`config.mk`:
```
export PLATFORM = sky130hd
export DESIGN_NAME = range_result_health_monitor_core
export DESIGN_NICKNAME = d
export VERILOG_FILES = /design/src/rtl/rrhm_pkg.sv /design/src/rtl/range_result_health_monitor_core.sv
export SDC_FILE = /design/constraint.sdc
export NUM_CORES = 1
export LEC_CHECK = 0
export BUFFER_PORTS_ARGS = -buffer_cell sky130_fd_sc_hd__buf_2
export CAP_MARGIN = 25
export CORE_MARGIN = 2
export CORE_UTILIZATION = 35
export DETAILED_ROUTE_END_ITERATION = 16
export REMOVE_ABC_BUFFERS = 1
export SLEW_MARGIN = 10
export SYNTH_ARGS = -nofsm -noshare
export SYNTH_HDL_FRONTEND = slang
export SYNTH_SLANG_ARGS = --single-unit
```
`constraint.sdc`:
```
create_clock -name clock -period 21.1 [get_ports clock]
set_input_delay 2.11 -clock clock [delete_from_list [all_inputs] [get_ports clock]]
set_output_delay 2.11 -clock clock [all_outputs]
set_load 0.05 [all_outputs]
```
`src/rtl/rrhm_pkg.sv`:
```
// ---------------------------------------------------------------------------
// rrhm_pkg
// Shared types, constants and helper functions of the range result health
// monitor: item layouts, range codes, register indexes and saturating steps.
// ---------------------------------------------------------------------------
`default_nettype none

package rrhm_pkg;

   // field widths
   localparam int unsigned TIME_W  = 32;
   localparam int unsigned DIST_W  = 16;
   localparam int unsigned CODE_W  = 4;
   localparam int unsigned BYTE_W  = 8;
   localparam int unsigned RUN_W   = 16;
   localparam int unsigned CNT_W   = 32;
   localparam int unsigned CFG_W   = 16;

   // distance scaling: (raw * 2011 + 1024) >> 11
   localparam int unsigned SCALE_MUL_W = 11;
   localparam int unsigned PROD_W      = DIST_W + SCALE_MUL_W;
   localparam int unsigned SCALE_SHIFT = 11;
   localparam logic [SCALE_MUL_W-1:0] SCALE_MUL  = 11'd2011;
   localparam logic [PROD_W-1:0]      SCALE_HALF = 27'h0000400;

   // dense range codes
   localparam logic [CODE_W-1:0] CODE_VALID        = 4'd0;
   localparam logic [CODE_W-1:0] CODE_VALID_NOWRAP = 4'd1;
   localparam logic [CODE_W-1:0] CODE_CLIPPED      = 4'd2;
   localparam logic [CODE_W-1:0] CODE_SIGMA_FAIL   = 4'd3;
   localparam logic [CODE_W-1:0] CODE_SIGNAL_FAIL  = 4'd4;
   localparam logic [CODE_W-1:0] CODE_OUT_OF_BOUND = 4'd5;
   localparam logic [CODE_W-1:0] CODE_HW_FAIL      = 4'd6;
   localparam logic [CODE_W-1:0] CODE_WRAP_FAIL    = 4'd7;
   localparam logic [CODE_W-1:0] CODE_XTALK_FAIL   = 4'd8;
   localparam logic [CODE_W-1:0] CODE_SYNC_INT     = 4'd9;
   localparam logic [CODE_W-1:0] CODE_MIN_RANGE    = 4'd10;
   localparam logic [CODE_W-1:0] CODE_NONE         = 4'd11;
   localparam logic [CODE_W-1:0] CODE_BUS          = 4'd12;

   // raw status byte values from the sensor frame
   localparam logic [BYTE_W-1:0] RAW_HW_FAIL_A    = 8'd1;
   localparam logic [BYTE_W-1:0] RAW_HW_FAIL_B    = 8'd2;
   localparam logic [BYTE_W-1:0] RAW_HW_FAIL_C    = 8'd3;
   localparam logic [BYTE_W-1:0] RAW_SIGNAL_FAIL  = 8'd4;
   localparam logic [BYTE_W-1:0] RAW_OUT_OF_BOUND = 8'd5;
   localparam logic [BYTE_W-1:0] RAW_SIGMA_FAIL   = 8'd6;
   localparam logic [BYTE_W-1:0] RAW_WRAP_FAIL    = 8'd7;
   localparam logic [BYTE_W-1:0] RAW_CLIPPED      = 8'd8;
   localparam logic [BYTE_W-1:0] RAW_VALID        = 8'd9;
   localparam logic [BYTE_W-1:0] RAW_XTALK_FAIL   = 8'd12;
   localparam logic [BYTE_W-1:0] RAW_MIN_RANGE    = 8'd13;
   localparam logic [BYTE_W-1:0] RAW_HW_FAIL_D    = 8'd17;
   localparam logic [BYTE_W-1:0] RAW_SYNC_INT     = 8'd18;

   // register reset values
   localparam logic [CFG_W-1:0]  STALE_MS_RST       = 16'd5000;
   localparam logic [BYTE_W-1:0] MAX_ERROR_RUN_RST  = 8'd12;
   localparam logic [CFG_W-1:0]  RECOVER_PERIOD_RST = 16'd8000;
   localparam logic [CFG_W-1:0]  DIST_LIMIT_RST     = 16'd4000;

   // configuration register indexes
   typedef enum logic [1:0] {
      CSR_STALE_MS       = 2'd0,
      CSR_MAX_ERROR_RUN  = 2'd1,
      CSR_RECOVER_PERIOD = 2'd2,
      CSR_DISTANCE_LIMIT = 2'd3
   } csr_index_type;

   // input item, first field in the highest bits
   typedef struct packed {
      logic [DIST_W-1:0] raw_distance;
      logic [BYTE_W-1:0] stream_count;
      logic [BYTE_W-1:0] raw_status;
      logic              timed_out;
      logic              bus_error;
      logic              read_ok;
      logic [TIME_W-1:0] now_ms;
   } req_item_type;

   // result item, first field in the highest bits
   typedef struct packed {
      logic [CNT_W-1:0]  recovery_total;
      logic [CNT_W-1:0]  failed_reads;
      logic [CNT_W-1:0]  valid_reads;
      logic [CNT_W-1:0]  total_reads;
      logic              recover_request;
      logic [RUN_W-1:0]  error_run;
      logic              timeout_flag;
      logic              reading_valid;
      logic [CODE_W-1:0] range_code;
      logic [DIST_W-1:0] distance_mm;
   } rsp_item_type;

   localparam int unsigned REQ_W       = $bits(req_item_type);
   localparam int unsigned RSP_W       = $bits(rsp_item_type);
   localparam int unsigned REQ_TDATA_W = ((REQ_W + 7) / 8) * 8;
   localparam int unsigned RSP_TDATA_W = ((RSP_W + 7) / 8) * 8;

   // raw status to dense code
   function automatic logic [CODE_W-1:0] map_status(input logic [BYTE_W-1:0] raw,
                                                    input logic [BYTE_W-1:0] stream);
      logic [CODE_W-1:0] code;
      case (raw) inside
         RAW_HW_FAIL_A, RAW_HW_FAIL_B, RAW_HW_FAIL_C, RAW_HW_FAIL_D:
            code = CODE_HW_FAIL;
         RAW_MIN_RANGE:    code = CODE_MIN_RANGE;
         RAW_SYNC_INT:     code = CODE_SYNC_INT;
         RAW_OUT_OF_BOUND: code = CODE_OUT_OF_BOUND;
         RAW_SIGNAL_FAIL:  code = CODE_SIGNAL_FAIL;
         RAW_SIGMA_FAIL:   code = CODE_SIGMA_FAIL;
         RAW_WRAP_FAIL:    code = CODE_WRAP_FAIL;
         RAW_XTALK_FAIL:   code = CODE_XTALK_FAIL;
         RAW_CLIPPED:      code = CODE_CLIPPED;
         RAW_VALID:        code = (stream == '0) ? CODE_VALID_NOWRAP : CODE_VALID;
         default:          code = CODE_NONE;
      endcase
      return code;
   endfunction

   // saturating increments
   function automatic logic [CNT_W-1:0] sat_inc32(input logic [CNT_W-1:0] v);
      return (v == '1) ? v : v + 1'b1;
   endfunction

   function automatic logic [RUN_W-1:0] sat_inc16(input logic [RUN_W-1:0] v);
      return (v == '1) ? v : v + 1'b1;
   endfunction

endpackage

`default_nettype wire

```
`src/rtl/range_result_health_monitor_core.sv`:
```
// ---------------------------------------------------------------------------
// range_result_health_monitor_core
// Tracks the health of a range sensor from its read attempts: scales the
// distance, maps the status, keeps the last good reading, counters and the
// recovery request logic.
// ---------------------------------------------------------------------------
//
//  channel   direction  handshake            payload
//  req_*     in         req_tvalid/tready    req_tdata  : one read attempt
//  rsp_*     out        rsp_tvalid/tready    rsp_tdata  : record after attempt
//  csr_*     in         csr_valid/ready      csr_index, csr_wdata
//
//  One attempt per cycle is sustained while rsp_tready is high. Three registers
//  follow the transfer in: input register, scaled distance and code register, then
//  the state update that loads the result register. rsp_tvalid rises when the
//  result register is loaded and holds until rsp_tready takes the result. The
//  state update is a single stage, so back-to-back attempts chain with no gap.
//  A stalled rsp lets the empty stages fill; req_tready drops once all three
//  stages hold an item.
//  Reset (synchronous) empties the pipeline, clears the record and counters
//  and restores the register defaults. Register writes are taken every cycle.
//
`default_nettype none

module range_result_health_monitor_core (
   input  wire logic                               clock,
   input  wire logic                               reset,
   // attempt in: now_ms[31:0], read_ok, bus_error, timed_out,
   // raw_status[7:0], stream_count[7:0], raw_distance[15:0], zero pad
   input  wire logic                               req_tvalid,
   output logic                                    req_tready,
   input  wire logic [rrhm_pkg::REQ_TDATA_W-1:0]   req_tdata,
   // result out: distance_mm[15:0], range_code[3:0], reading_valid,
   // timeout_flag, error_run[15:0], recover_request, total_reads[31:0],
   // valid_reads[31:0], failed_reads[31:0], recovery_total[31:0], zero pad
   output logic                                    rsp_tvalid,
   input  wire logic                               rsp_tready,
   output logic [rrhm_pkg::RSP_TDATA_W-1:0]        rsp_tdata,
   // register writes
   input  wire logic                               csr_valid,
   output logic                                    csr_ready,
   input  wire logic [1:0]                         csr_index,
   input  wire logic [rrhm_pkg::CFG_W-1:0]         csr_wdata
);

   // configuration registers
   logic [rrhm_pkg::CFG_W-1:0]  stale_ms_ff;
   logic [rrhm_pkg::BYTE_W-1:0] max_error_run_ff;
   logic [rrhm_pkg::CFG_W-1:0]  recover_period_ff;
   logic [rrhm_pkg::CFG_W-1:0]  dist_limit_ff;

   // pipeline registers
   logic                         s1_valid_ff, s1_valid_in;
   rrhm_pkg::req_item_type       s1_item_ff;
   logic                         s2_valid_ff, s2_valid_in;
   logic [rrhm_pkg::TIME_W-1:0]  s2_now_ff;
   logic                         s2_ok_ff;
   logic                         s2_fault_ff;
   logic [rrhm_pkg::DIST_W-1:0]  s2_dist_ff, s2_dist_in;
   logic [rrhm_pkg::CODE_W-1:0]  s2_code_ff, s2_code_in;
   logic                         rsp_valid_ff, rsp_valid_in;
   rrhm_pkg::rsp_item_type       rsp_ff, rsp_in;

   // record state
   logic [rrhm_pkg::DIST_W-1:0]  stored_dist_ff, stored_dist_in;
   logic [rrhm_pkg::CODE_W-1:0]  stored_code_ff, stored_code_in;
   logic                         stored_valid_ff, stored_valid_in;
   logic                         stored_timeout_ff, stored_timeout_in;
   logic                         have_update_ff, have_update_in;
   logic [rrhm_pkg::TIME_W-1:0]  last_good_ff, last_good_in;
   logic [rrhm_pkg::RUN_W-1:0]   error_count_ff, error_count_in;
   logic [rrhm_pkg::TIME_W-1:0]  last_recover_ff, last_recover_in;
   logic [rrhm_pkg::CNT_W-1:0]   total_ff, total_in;
   logic [rrhm_pkg::CNT_W-1:0]   valid_cnt_ff, valid_cnt_in;
   logic [rrhm_pkg::CNT_W-1:0]   failed_ff, failed_in;
   logic [rrhm_pkg::CNT_W-1:0]   recover_cnt_ff, recover_cnt_in;

   // handshake and flow control
   logic rsp_room;
   logic s2_advance;
   logic s2_fire;

   assign rsp_room   = !rsp_valid_ff || rsp_tready;
   assign s2_advance = !s2_valid_ff || rsp_room;
   assign s2_fire    = s2_valid_ff && rsp_room;
   assign req_tready = !s1_valid_ff || s2_advance;
   assign csr_ready  = 1'b1;

   assign s1_valid_in  = req_tready ? req_tvalid : s1_valid_ff;
   assign s2_valid_in  = s2_advance ? s1_valid_ff : s2_valid_ff;
   assign rsp_valid_in = rsp_room ? s2_valid_ff : rsp_valid_ff;

   // distance scaling and status mapping
   logic [rrhm_pkg::PROD_W-1:0] scaled_sum;

   assign scaled_sum = rrhm_pkg::PROD_W'(s1_item_ff.raw_distance)
                       * rrhm_pkg::PROD_W'(rrhm_pkg::SCALE_MUL)
                       + rrhm_pkg::SCALE_HALF;

   always_comb begin
      if (s1_item_ff.read_ok) begin
         s2_dist_in = scaled_sum[rrhm_pkg::SCALE_SHIFT +: rrhm_pkg::DIST_W];
         s2_code_in = rrhm_pkg::map_status(s1_item_ff.raw_status, s1_item_ff.stream_count);
      end else begin
         s2_dist_in = '0;
         s2_code_in = rrhm_pkg::CODE_NONE;
      end
   end

   // classification of the attempt against the stored record
   logic                        bad;
   logic                        stale;
   logic [rrhm_pkg::TIME_W-1:0] good_age;
   logic [rrhm_pkg::TIME_W-1:0] recover_age;
   logic [rrhm_pkg::RUN_W-1:0]  error_inc;
   logic                        recover;

   assign good_age    = s2_now_ff - last_good_ff;
   assign recover_age = s2_now_ff - last_recover_ff;
   assign error_inc   = rrhm_pkg::sat_inc16(error_count_ff);
   assign bad   = !s2_ok_ff || s2_fault_ff || (s2_dist_ff == '0) || (s2_dist_ff >= dist_limit_ff);
   assign stale = !have_update_ff || (good_age > rrhm_pkg::TIME_W'(stale_ms_ff));
   assign recover = bad && stale
                    && (error_inc >= rrhm_pkg::RUN_W'(max_error_run_ff))
                    && (recover_age >= rrhm_pkg::TIME_W'(recover_period_ff));

   // record update
   always_comb begin
      stored_dist_in    = stored_dist_ff;
      stored_code_in    = stored_code_ff;
      stored_valid_in   = stored_valid_ff;
      stored_timeout_in = stored_timeout_ff;
      have_update_in    = have_update_ff;
      last_good_in      = last_good_ff;
      error_count_in    = error_count_ff;
      last_recover_in   = last_recover_ff;
      total_in          = total_ff;
      valid_cnt_in      = valid_cnt_ff;
      failed_in         = failed_ff;
      recover_cnt_in    = recover_cnt_ff;
      if (s2_fire) begin
         total_in = rrhm_pkg::sat_inc32(total_ff);
         if (bad) begin
            if (stale) begin
               stored_valid_in = 1'b0;
               stored_code_in  = s2_fault_ff ? rrhm_pkg::CODE_BUS : s2_code_ff;
            end
            stored_timeout_in = s2_fault_ff;
            error_count_in    = error_inc;
            failed_in         = rrhm_pkg::sat_inc32(failed_ff);
            if (recover) begin
               // recovery clears everything but the recovery time and count
               last_recover_in   = s2_now_ff;
               recover_cnt_in    = rrhm_pkg::sat_inc32(recover_cnt_ff);
               stored_dist_in    = '0;
               stored_code_in    = rrhm_pkg::CODE_VALID;
               stored_valid_in   = 1'b0;
               stored_timeout_in = 1'b0;
               have_update_in    = 1'b0;
               last_good_in      = '0;
               error_count_in    = '0;
               total_in          = '0;
               valid_cnt_in      = '0;
               failed_in         = '0;
            end
         end else begin
            stored_dist_in    = s2_dist_ff;
            stored_code_in    = s2_code_ff;
            stored_valid_in   = (s2_code_ff == rrhm_pkg::CODE_VALID);
            stored_timeout_in = 1'b0;
            last_good_in      = s2_now_ff;
            have_update_in    = 1'b1;
            if (s2_code_ff == rrhm_pkg::CODE_VALID) begin
               error_count_in = '0;
               valid_cnt_in   = rrhm_pkg::sat_inc32(valid_cnt_ff);
            end else begin
               error_count_in = error_inc;
               failed_in      = rrhm_pkg::sat_inc32(failed_ff);
            end
         end
      end
   end

   // result assembly from the updated record
   always_comb begin
      rsp_in.distance_mm     = stored_dist_in;
      rsp_in.range_code      = stored_code_in;
      rsp_in.reading_valid   = stored_valid_in;
      rsp_in.timeout_flag    = stored_timeout_in;
      rsp_in.error_run       = error_count_in;
      rsp_in.recover_request = recover;
      rsp_in.total_reads     = total_in;
      rsp_in.valid_reads     = valid_cnt_in;
      rsp_in.failed_reads    = failed_in;
      rsp_in.recovery_total  = recover_cnt_in;
   end

   // configuration registers
   always_ff @(posedge clock) begin
      if (reset) begin
         stale_ms_ff       <= rrhm_pkg::STALE_MS_RST;
         max_error_run_ff  <= rrhm_pkg::MAX_ERROR_RUN_RST;
         recover_period_ff <= rrhm_pkg::RECOVER_PERIOD_RST;
         dist_limit_ff     <= rrhm_pkg::DIST_LIMIT_RST;
      end else if (csr_valid && csr_ready) begin
         case (rrhm_pkg::csr_index_type'(csr_index))
            rrhm_pkg::CSR_STALE_MS:       stale_ms_ff       <= csr_wdata;
            rrhm_pkg::CSR_MAX_ERROR_RUN:  max_error_run_ff  <= csr_wdata[rrhm_pkg::BYTE_W-1:0];
            rrhm_pkg::CSR_RECOVER_PERIOD: recover_period_ff <= csr_wdata;
            rrhm_pkg::CSR_DISTANCE_LIMIT: dist_limit_ff     <= csr_wdata;
            default: ;
         endcase
      end
   end

   // pipeline control state
   always_ff @(posedge clock) begin
      if (reset) begin
         s1_valid_ff  <= 1'b0;
         s2_valid_ff  <= 1'b0;
         rsp_valid_ff <= 1'b0;
      end else begin
         s1_valid_ff  <= s1_valid_in;
         s2_valid_ff  <= s2_valid_in;
         rsp_valid_ff <= rsp_valid_in;
      end
   end

   // pipeline payload
   always_ff @(posedge clock) begin
      if (req_tready) begin
         s1_item_ff <= rrhm_pkg::req_item_type'(req_tdata[rrhm_pkg::REQ_W-1:0]);
      end
      if (s2_advance) begin
         s2_now_ff   <= s1_item_ff.now_ms;
         s2_ok_ff    <= s1_item_ff.read_ok;
         s2_fault_ff <= s1_item_ff.bus_error || s1_item_ff.timed_out;
         s2_dist_ff  <= s2_dist_in;
         s2_code_ff  <= s2_code_in;
      end
      if (s2_fire) begin
         rsp_ff <= rsp_in;
      end
   end

   // record state
   always_ff @(posedge clock) begin
      if (reset) begin
         stored_dist_ff    <= '0;
         stored_code_ff    <= rrhm_pkg::CODE_VALID;
         stored_valid_ff   <= 1'b0;
         stored_timeout_ff <= 1'b0;
         have_update_ff    <= 1'b0;
         last_good_ff      <= '0;
         error_count_ff    <= '0;
         last_recover_ff   <= '0;
         total_ff          <= '0;
         valid_cnt_ff      <= '0;
         failed_ff         <= '0;
         recover_cnt_ff    <= '0;
      end else begin
         stored_dist_ff    <= stored_dist_in;
         stored_code_ff    <= stored_code_in;
         stored_valid_ff   <= stored_valid_in;
         stored_timeout_ff <= stored_timeout_in;
         have_update_ff    <= have_update_in;
         last_good_ff      <= last_good_in;
         error_count_ff    <= error_count_in;
         last_recover_ff   <= last_recover_in;
         total_ff          <= total_in;
         valid_cnt_ff      <= valid_cnt_in;
         failed_ff         <= failed_in;
         recover_cnt_ff    <= recover_cnt_in;
      end
   end

   // result port
   assign rsp_tvalid = rsp_valid_ff;
   assign rsp_tdata  = {{(rrhm_pkg::RSP_TDATA_W - rrhm_pkg::RSP_W){1'b0}}, rsp_ff};

endmodule

`default_nettype wire

```
==> results by group, run 1 <==
Outcome
  – Status: completed

Routing
  – Drt drc: 0
  – Avg Vias per Cell: 5.11
  – Met3 wire length: 3.71 mm
  – Routed wl met2: 37.6 mm
  – WL met1: 36.8 mm
  – Drt pass-1 iters: 5
  – Via count: 23,500
  – Final WL: 80.4 mm
  – Wirelength per Cell: 17.5 um
  – Final ANT Viol Nets: 0
  – Max Used Layer: met5
  – DRT iter0 DRCs: 1,447

Placed design
  – Dpl ws: 14,120 ps
  – HPWL Detailed: 58.5 mm
  – Final Wtd Congestion: 0.871
  – IO Port Bufs: 258

Yosys
  – Post-synth top area share: 27.4%
  – Synth Instances: 3,156
  – Top cells by area, synth: edfxtp_1, dfxtp_1, ha_1, fa_1, nand2_1
  – Post-synthesis register bit count: 578
  – Area share of xor/xnor cells in the synthesized design: 3.50%
  – Largest family of logic cells by synthesized area: simple AND/OR/NAND/NOR gates
  – Mux cell area share after synthesis: 1.35%
  – Post-synthesis async set-or-reset flop share: 0%
  – Synthesized area: 31,500 um2
  – Post-Synth Adder-Cell Area: 13.6%
  – EDFF count, synth: 288
  – Synth cell types: 100
  – Compound-Gate Fraction of Synth Area: 15.0%
  – Syn Area/Cell: 9.99 um2
  – Cell taking the most area after synthesis: edfxtp_1
  – Register area share after synthesis: 45.8%
  – Simple-gate share of the synthesized area: 15.8%
  – Primary FF master, synth: dfxtp_1
  – Synth warn: 0

STA
  – Worst setup margin: 14,170 ps
  – Slew margin rel.: 32.1%
  – Worst slew pin tran: 1010 ps
  – Fmax: 0.144 GHz
  – Final hold slack: 417 ps
  – Tmin final: 6930 ps
  – Fin Clk Skew: 25.5 ps
  – Tcrit/Tclk final: 32.8%
  – Setup TNS after final layout: 0 ps
  – # setup viols final: 0
  – Slew Limit Fails: 0
  – Final hold viol count: 0
  – RSZ-0062 raised after global routing: false

GRT
  – Largest net degree at the start of global routing: 126
  – Vias in the first global route: 22,700
  – Initial antenna violation count: 5
  – First-pass GRT wire length: 127 mm
  – Total grt overflow: 0
  – Gr usage total: 17.2%

Pwr
  – LEAKAGE: 14.8 nW
  – Peak supply drop: 0.0744 mV
  – Pwr Density: 89.3 nW/um2
  – Total power: 3.23 mW

Worst setup path
  – Startpoint Class: flop
  – Critical path class: flop to flop
  – Maximum fanout along the worst path: 52
  – WP data required: 21,570 ps
  – Crit path capture type: flop
  – Arrival @ worst endpoint: 7400 ps

Clocking
  – Htree depth: 3
  – CTS-repair resized insts: 0
  – # clock sinks: 578
  – Postcts setup bufs: 0
  – TritonCTS clock tree: built
  – Clk root buf: clkbuf_16
  – Clk slew on worst S/H paths: 60 ps
  – CTS max path bufs: 3
  – TritonCTS Buffers: 68
  – CTS Hold Bufs: 0
  – Clk_lat worst skew: 620 ps

Layout
  – Synth-to-Final Area Change: 14.7%
  – Final #Nets: 3,756
  – Share of layout cells above drive strength 1: 13.5%

Floorplan
  – Die width: 304 um
  – Core area: 89,600 um2
  – Io pins: 266
  – Total die area: 92,500 um2
  – Die Height: 304 um
  – Number of cell rows: 110
  – Initial Utilization: 35.2%

Job
  – Number of max-cap violations: 0

Min path
  – HP Class: flop to flop
per-layer routing:
layer / global-route usage, % / up-vias
li1: - / 11800
met1: 23.1 / 11100
met2: 28.3 / 554
met3: 2.90 / 123
met4: 5.30 / 6
met5: 0 / -
final timing paths:
check	from	to	slack (ps)	cells past startpoint
worst max-delay path	s2_now_ff[0]	rsp_tdata[9]	14170	25
worst min-delay path	s1_item_ff[16]	s2_now_ff[16]	420	0
worst max register to register	s2_now_ff[0]	rsp_tdata[9]	14170	25
worst min register to register	s1_item_ff[16]	s2_now_ff[16]	420	0
cells in the mapped netlist (8+ instances only):
| master | number |
|---|---|
| o21a_1 | 24 |
| or3_1 | 31 |
| nand3_1 | 88 |
| a22o_1 | 81 |
| edfxtp_1 | 288 |
| xor2_1 | 44 |
| or4_1 | 8 |
| buf_2 | 27 |
| mux2i_1 | 14 |
| o211ai_1 | 27 |
| xnor2_1 | 82 |
| fa_1 | 93 |
| nand4_1 | 41 |
| a31oi_1 | 52 |
| a311oi_1 | 17 |
| nor2_1 | 213 |
| nor4_1 | 27 |
| clkbuf_1 | 93 |
| nor3_1 | 118 |
| nand2_1 | 317 |
| and3_1 | 42 |
| a21o_1 | 51 |
| and2_1 | 30 |
| o21bai_1 | 10 |
| inv_1 | 261 |
| nand2b_1 | 19 |
| a211oi_1 | 14 |
| ha_1 | 194 |
| dfxtp_1 | 290 |
| a21oi_1 | 192 |
| nor2b_1 | 36 |
| mux2_2 | 19 |
| o21ai_0 | 125 |
| and4_1 | 14 |
layout make-up:
type	instances	area (um2)
antenna	1	2.50
clock buffer	89	1850
clock inverter	35	315
fill	8703	53400
inverter	262	993
multi-input combinational	2182	15600
sequential	578	14500
tap	1176	1470
timing repair buffer	282	1530
critical path: stages, from the launching register on:
cell and delay (ps):
edfxtp_1 410, inv_1 110, ha_1 190, inv_1 60, fa_1 420, a211oi_1 270
nor2_1 130, o21a_1 180, nor2_1 150, o21bai_1 90, a21oi_1 170, xnor2_1 80
ha_1 180, a21o_1 150, a211o_1 300, a31oi_1 140, nor3_1 60, o21a_1 120
a2111oi_1 390, o2111ai_1 200, nor4b_2 740, nor2_1 240, nand2_4 620, inv_4 280
o21ai_2 760, a22o_1 270
per-stage QoR:
stage / util, % / std cells / instance area (um2)
final: 40.4 / 4605 / 36200
after global routing: 40.4 / 4604 / 36200
after CTS: 40.3 / 4603 / 36100
after detailed placement: 37.9 / 4479 / 34000
after global placement: 37.9 / 4476 / 33900
after floorplan: - / 3022 / 31000
report_power, final:
group / switching [mW] / internal [mW] / total, mW
sequential: 0.0392 / 1.23 / 1.27
clock: 0.481 / 0.672 / 1.15
combinational: 0.453 / 0.353 / 0.806
logic make-up after synthesis:
| logic type | Yosys count |
|---|---|
| adders and majority gates | 287 |
| muxes | 39 |
| buffers and inverters | 396 |
| other | 2 |
| DFF | 578 |
| and+or+nand+nor | 1024 |
| AOI/OAI and AO/OA | 704 |
| xor gates and xnor gates | 126 |
registers in the layout, summed over array words and instances, names as in the netlist, 4 cells and up:
| signal | count |
|---|---|
| dist_limit_ff | 16 |
| error_count_ff | 16 |
| failed_ff | 32 |
| last_good_ff | 32 |
| last_recover_ff | 32 |
| max_error_run_ff | 8 |
| recover_cnt_ff | 32 |
| recover_period_ff | 16 |
| rsp_tdata | 167 |
| s1_item_ff | 67 |
| s2_code_ff | 4 |
| s2_dist_ff | 16 |
| s2_now_ff | 32 |
| stale_ms_ff | 16 |
| stored_code_ff | 4 |
| stored_dist_ff | 16 |
| total_ff | 32 |
| valid_cnt_ff | 32 |
layout by cell type, fill, tap and decap left out, types with 82 or more instances in the layout:
| cell type | count |
|---|---|
| a21oi_1 | 192 |
| buf_2 | 257 |
| dfxtp_1 | 290 |
| edfxtp_1 | 288 |
| fa_1 | 93 |
| ha_1 | 194 |
| inv_1 | 258 |
| nand2_1 | 316 |
| nand3_1 | 88 |
| nor2_1 | 213 |
| nor3_1 | 117 |
| o21ai_0 | 124 |
| xnor2_1 | 82 |
Power figures use the tool's default switching activity.
==> run 2, diff against run 1 <==
==> constraint.sdc (replaced) <==
create_clock -name clock -period 5.9 [get_ports clock]
set_input_delay 0.59 -clock clock [delete_from_list [all_inputs] [get_ports clock]]
set_output_delay 0.59 -clock clock [all_outputs]
set_load 0.05 [all_outputs]
==> results by group, run 2 (synthesis results as in run 1) <==
Layout
  – Util after Layout: 41.2% (was 40.4%)
  – Non-Filler Instances: 4,666 (was 4,605)
  – Most common cell after layout, fill and taps aside: nand2_1 (unchanged)
  – Antenna cell count: 0 (was 1)
  – Final #Nets: 3,815 (was 3,756)
  – Share of layout cells above drive strength 1: 15.4% (was 13.5%)
  – Design area: 36,900 um2 (was 36,200 um2)
  – Commonest non-fill, non-tap cells in the layout: nand2_1, dfxtp_1, edfxtp_1 (unchanged)
  – Synth-to-Final Area Change: 17.1% (was 14.7%)
  – Max reg flops: 167 (unchanged)

Worst setup path
  – Arrival @ worst endpoint: 6040 ps (was 7400 ps)
  – WP data required: 6240 ps (was 21,570 ps)
  – Startpoint Class: flop (unchanged)
  – Maximum fanout along the worst path: 3 (was 52)
  – Worst path most repeated cell: fa_1 (was nor2_1)
  – Worst Path Buf+Inv: 3 (unchanged)
  – Crit-path cells: buf_4 > ha_4 > fa_1 > inv_1 > fa_1 > inv_1 > fa_1 > fa_1 > ha_4 > a21o_1 > a21oi_2 > nand2_1 > o21a_1 > a211o_1 > a41o_1 > o41ai_2 > o2111ai_1 > a21o_1 > a21oi_2 > xnor2_1 > nor2_1
  – Critical path class: flop to flop (unchanged)
  – Crit path capture type: flop (unchanged)
  – CP max stage delay: 550 ps (was 760 ps)
  – Critical path's slowest cell: fa_1 (was o21ai_2)
  – Cell family with the largest share of critical-path delay: adder cells (was compound AO/OA/AOI/OAI gates)

STA
  – Slew margin rel.: 38.5% (was 32.1%)
  – Slew Limit Fails: 0 (unchanged)
  – Tmin final: 5690 ps (was 6930 ps)
  – Tcrit/Tclk final: 96.5% (was 32.8%)
  – Final hold viol count: 0 (unchanged)
  – # setup viols final: 0 (unchanged)
  – Setup TNS after final layout: 0 ps (unchanged)
  – Worst slew pin tran: 920 ps (was 1010 ps)
  – Fin Clk Skew: 18.6 ps (was 25.5 ps)
  – Fmax: 0.176 GHz (was 0.144 GHz)

GRT
  – Total grt overflow: 0 (unchanged)
  – Largest net degree at the start of global routing: 125 (was 126)
  – First-pass GRT wire length: 128 mm (was 127 mm)
  – Vias in the first global route: 23,100 (was 22,700)
  – Gr usage total: 17.5% (was 17.2%)
  – Initial antenna violation count: 6 (was 5)

Min path
  – HP Class: input port to flop (was flop to flop)

Clocking
  – Clk slew on worst S/H paths: 60 ps (about the same)
  – CTS max path bufs: 3 (unchanged)
  – TritonCTS clock tree: built (unchanged)
  – Clk_lat worst skew: 620 ps (about the same)
  – CTS Hold Bufs: 0 (unchanged)
  – Clk root buf: clkbuf_16 (unchanged)
  – Htree depth: 3 (unchanged)
  – TritonCTS Buffers: 70 (was 68)
  – # clock sinks: 578 (unchanged)

Routing
  – Drt drc: 0 (unchanged)
  – Via count: 23,700 (was 23,500)
  – Avg Vias per Cell: 5.08 (was 5.11)
  – Final ANT Viol Nets: 0 (unchanged)
  – DRT iter0 DRCs: 1,492 (was 1,447)
  – Final WL: 81.8 mm (was 80.4 mm)
  – Wirelength per Cell: 17.5 um (about the same)
  – Drt pass-1 iters: 5 (unchanged)

Floorplan
  – Number of cell rows: 110 (unchanged)
  – Io pins: 266 (unchanged)
  – Initial Utilization: 35.2% (unchanged)
  – Core area: 89,600 um2 (unchanged)
  – Die Height: 304 um (unchanged)
  – Die width: 304 um (unchanged)
  – Total die area: 92,500 um2 (unchanged)

Placed design
  – HPWL Detailed: 59.4 mm (was 58.5 mm)
  – IO Port Bufs: 258 (unchanged)
  – Final Wtd Congestion: 0.849 (was 0.871)
  – Post-Place Cells: 4,530 (was 4,479)
  – Post-Place Cell Area: 34,500 um2 (was 34,000 um2)

Job
  – Number of max-cap violations: 0 (unchanged)

Pwr
  – Peak supply drop: 0.323 mV (was 0.0744 mV)
  – Total power: 12.0 mW (was 3.23 mW)
  – Pwr Density: 324 nW/um2 (was 89.3 nW/um2)
  – LEAKAGE: 15.2 nW (was 14.8 nW)

Outcome
  – Status: completed (unchanged)
## run 2: cell count changes in the layout (fill, tap and decap cells not counted), sizes merged
cell,change
buf,+56
clkbuf,+2
clkinv,+2
clkinvlp,+2
diode,-1
## run 2: repair_timing
item | in CTS | in global routing
buffers inserted | 0 | 6
gates cloned | 0 | 1
pin swaps | 0 | 11
endpoints found under the setup margin | 2 | 312
gates resized for setup | 1 | 14
## run 2: final timing paths
| path | startpoint | to | slack, ps | cells past startpoint |
|---|---|---|---|---|
| worst max-delay path | s1_item_ff[56] | s2_dist_ff[15] | 210 | 21 |
| worst min-delay path | req_tdata[33] | s1_item_ff[33] | 150 | 1 |
| worst max register to register | s1_item_ff[56] | s2_dist_ff[15] | 210 | 21 |
| worst min register to register | s1_item_ff[17] | s2_now_ff[17] | 410 | 0 |
## run 2: worst reg2reg max path, stage by stage, from the launching register on
cell and delay (ps):
edfxtp_1 410, buf_4 170, ha_4 250, fa_1 540, inv_1 60, fa_1 480
inv_1 50, fa_1 550, fa_1 450, ha_4 240, a21o_1 180, a21oi_2 190
nand2_1 70, o21a_1 210, a211o_1 320, a41o_1 260, o41ai_2 340, o2111ai_1 160
a21o_1 200, a21oi_2 140, xnor2_1 120, nor2_1 50
## run 2: power by group
part | switching, mW | internal [mW]
combinational | 1.72 | 1.44
clock | 1.73 | 2.54
sequential | 0.135 | 4.41
total | 3.59 | 8.39
## run 2: area by class of cell
cell class	instances	area [um2]
fill	8646	52700
clock inverter	39	322
inverter	262	997
tap	1176	1470
timing repair buffer	339	2060
clock buffer	90	1970
multi-input combinational	2182	15600
sequential	578	14500
## run 2: routing by layer
metal	track usage (%)	share of wire [%]	vias up
met1	23.5	46	11200
met4	5.48	2.9	12
met5	0	0.089	-
met2	28.5	46	519
met3	3.17	4.8	126
li1	-	-	11900
## run 2: metrics by stage
step	setup slack (ps)	hold slack, ps
after floorplan	-5080	400
after global placement	23.0	403
after detailed placement	-53.5	405
after CTS	64.3	93.6
after global routing	-52.2	102
final	207	151
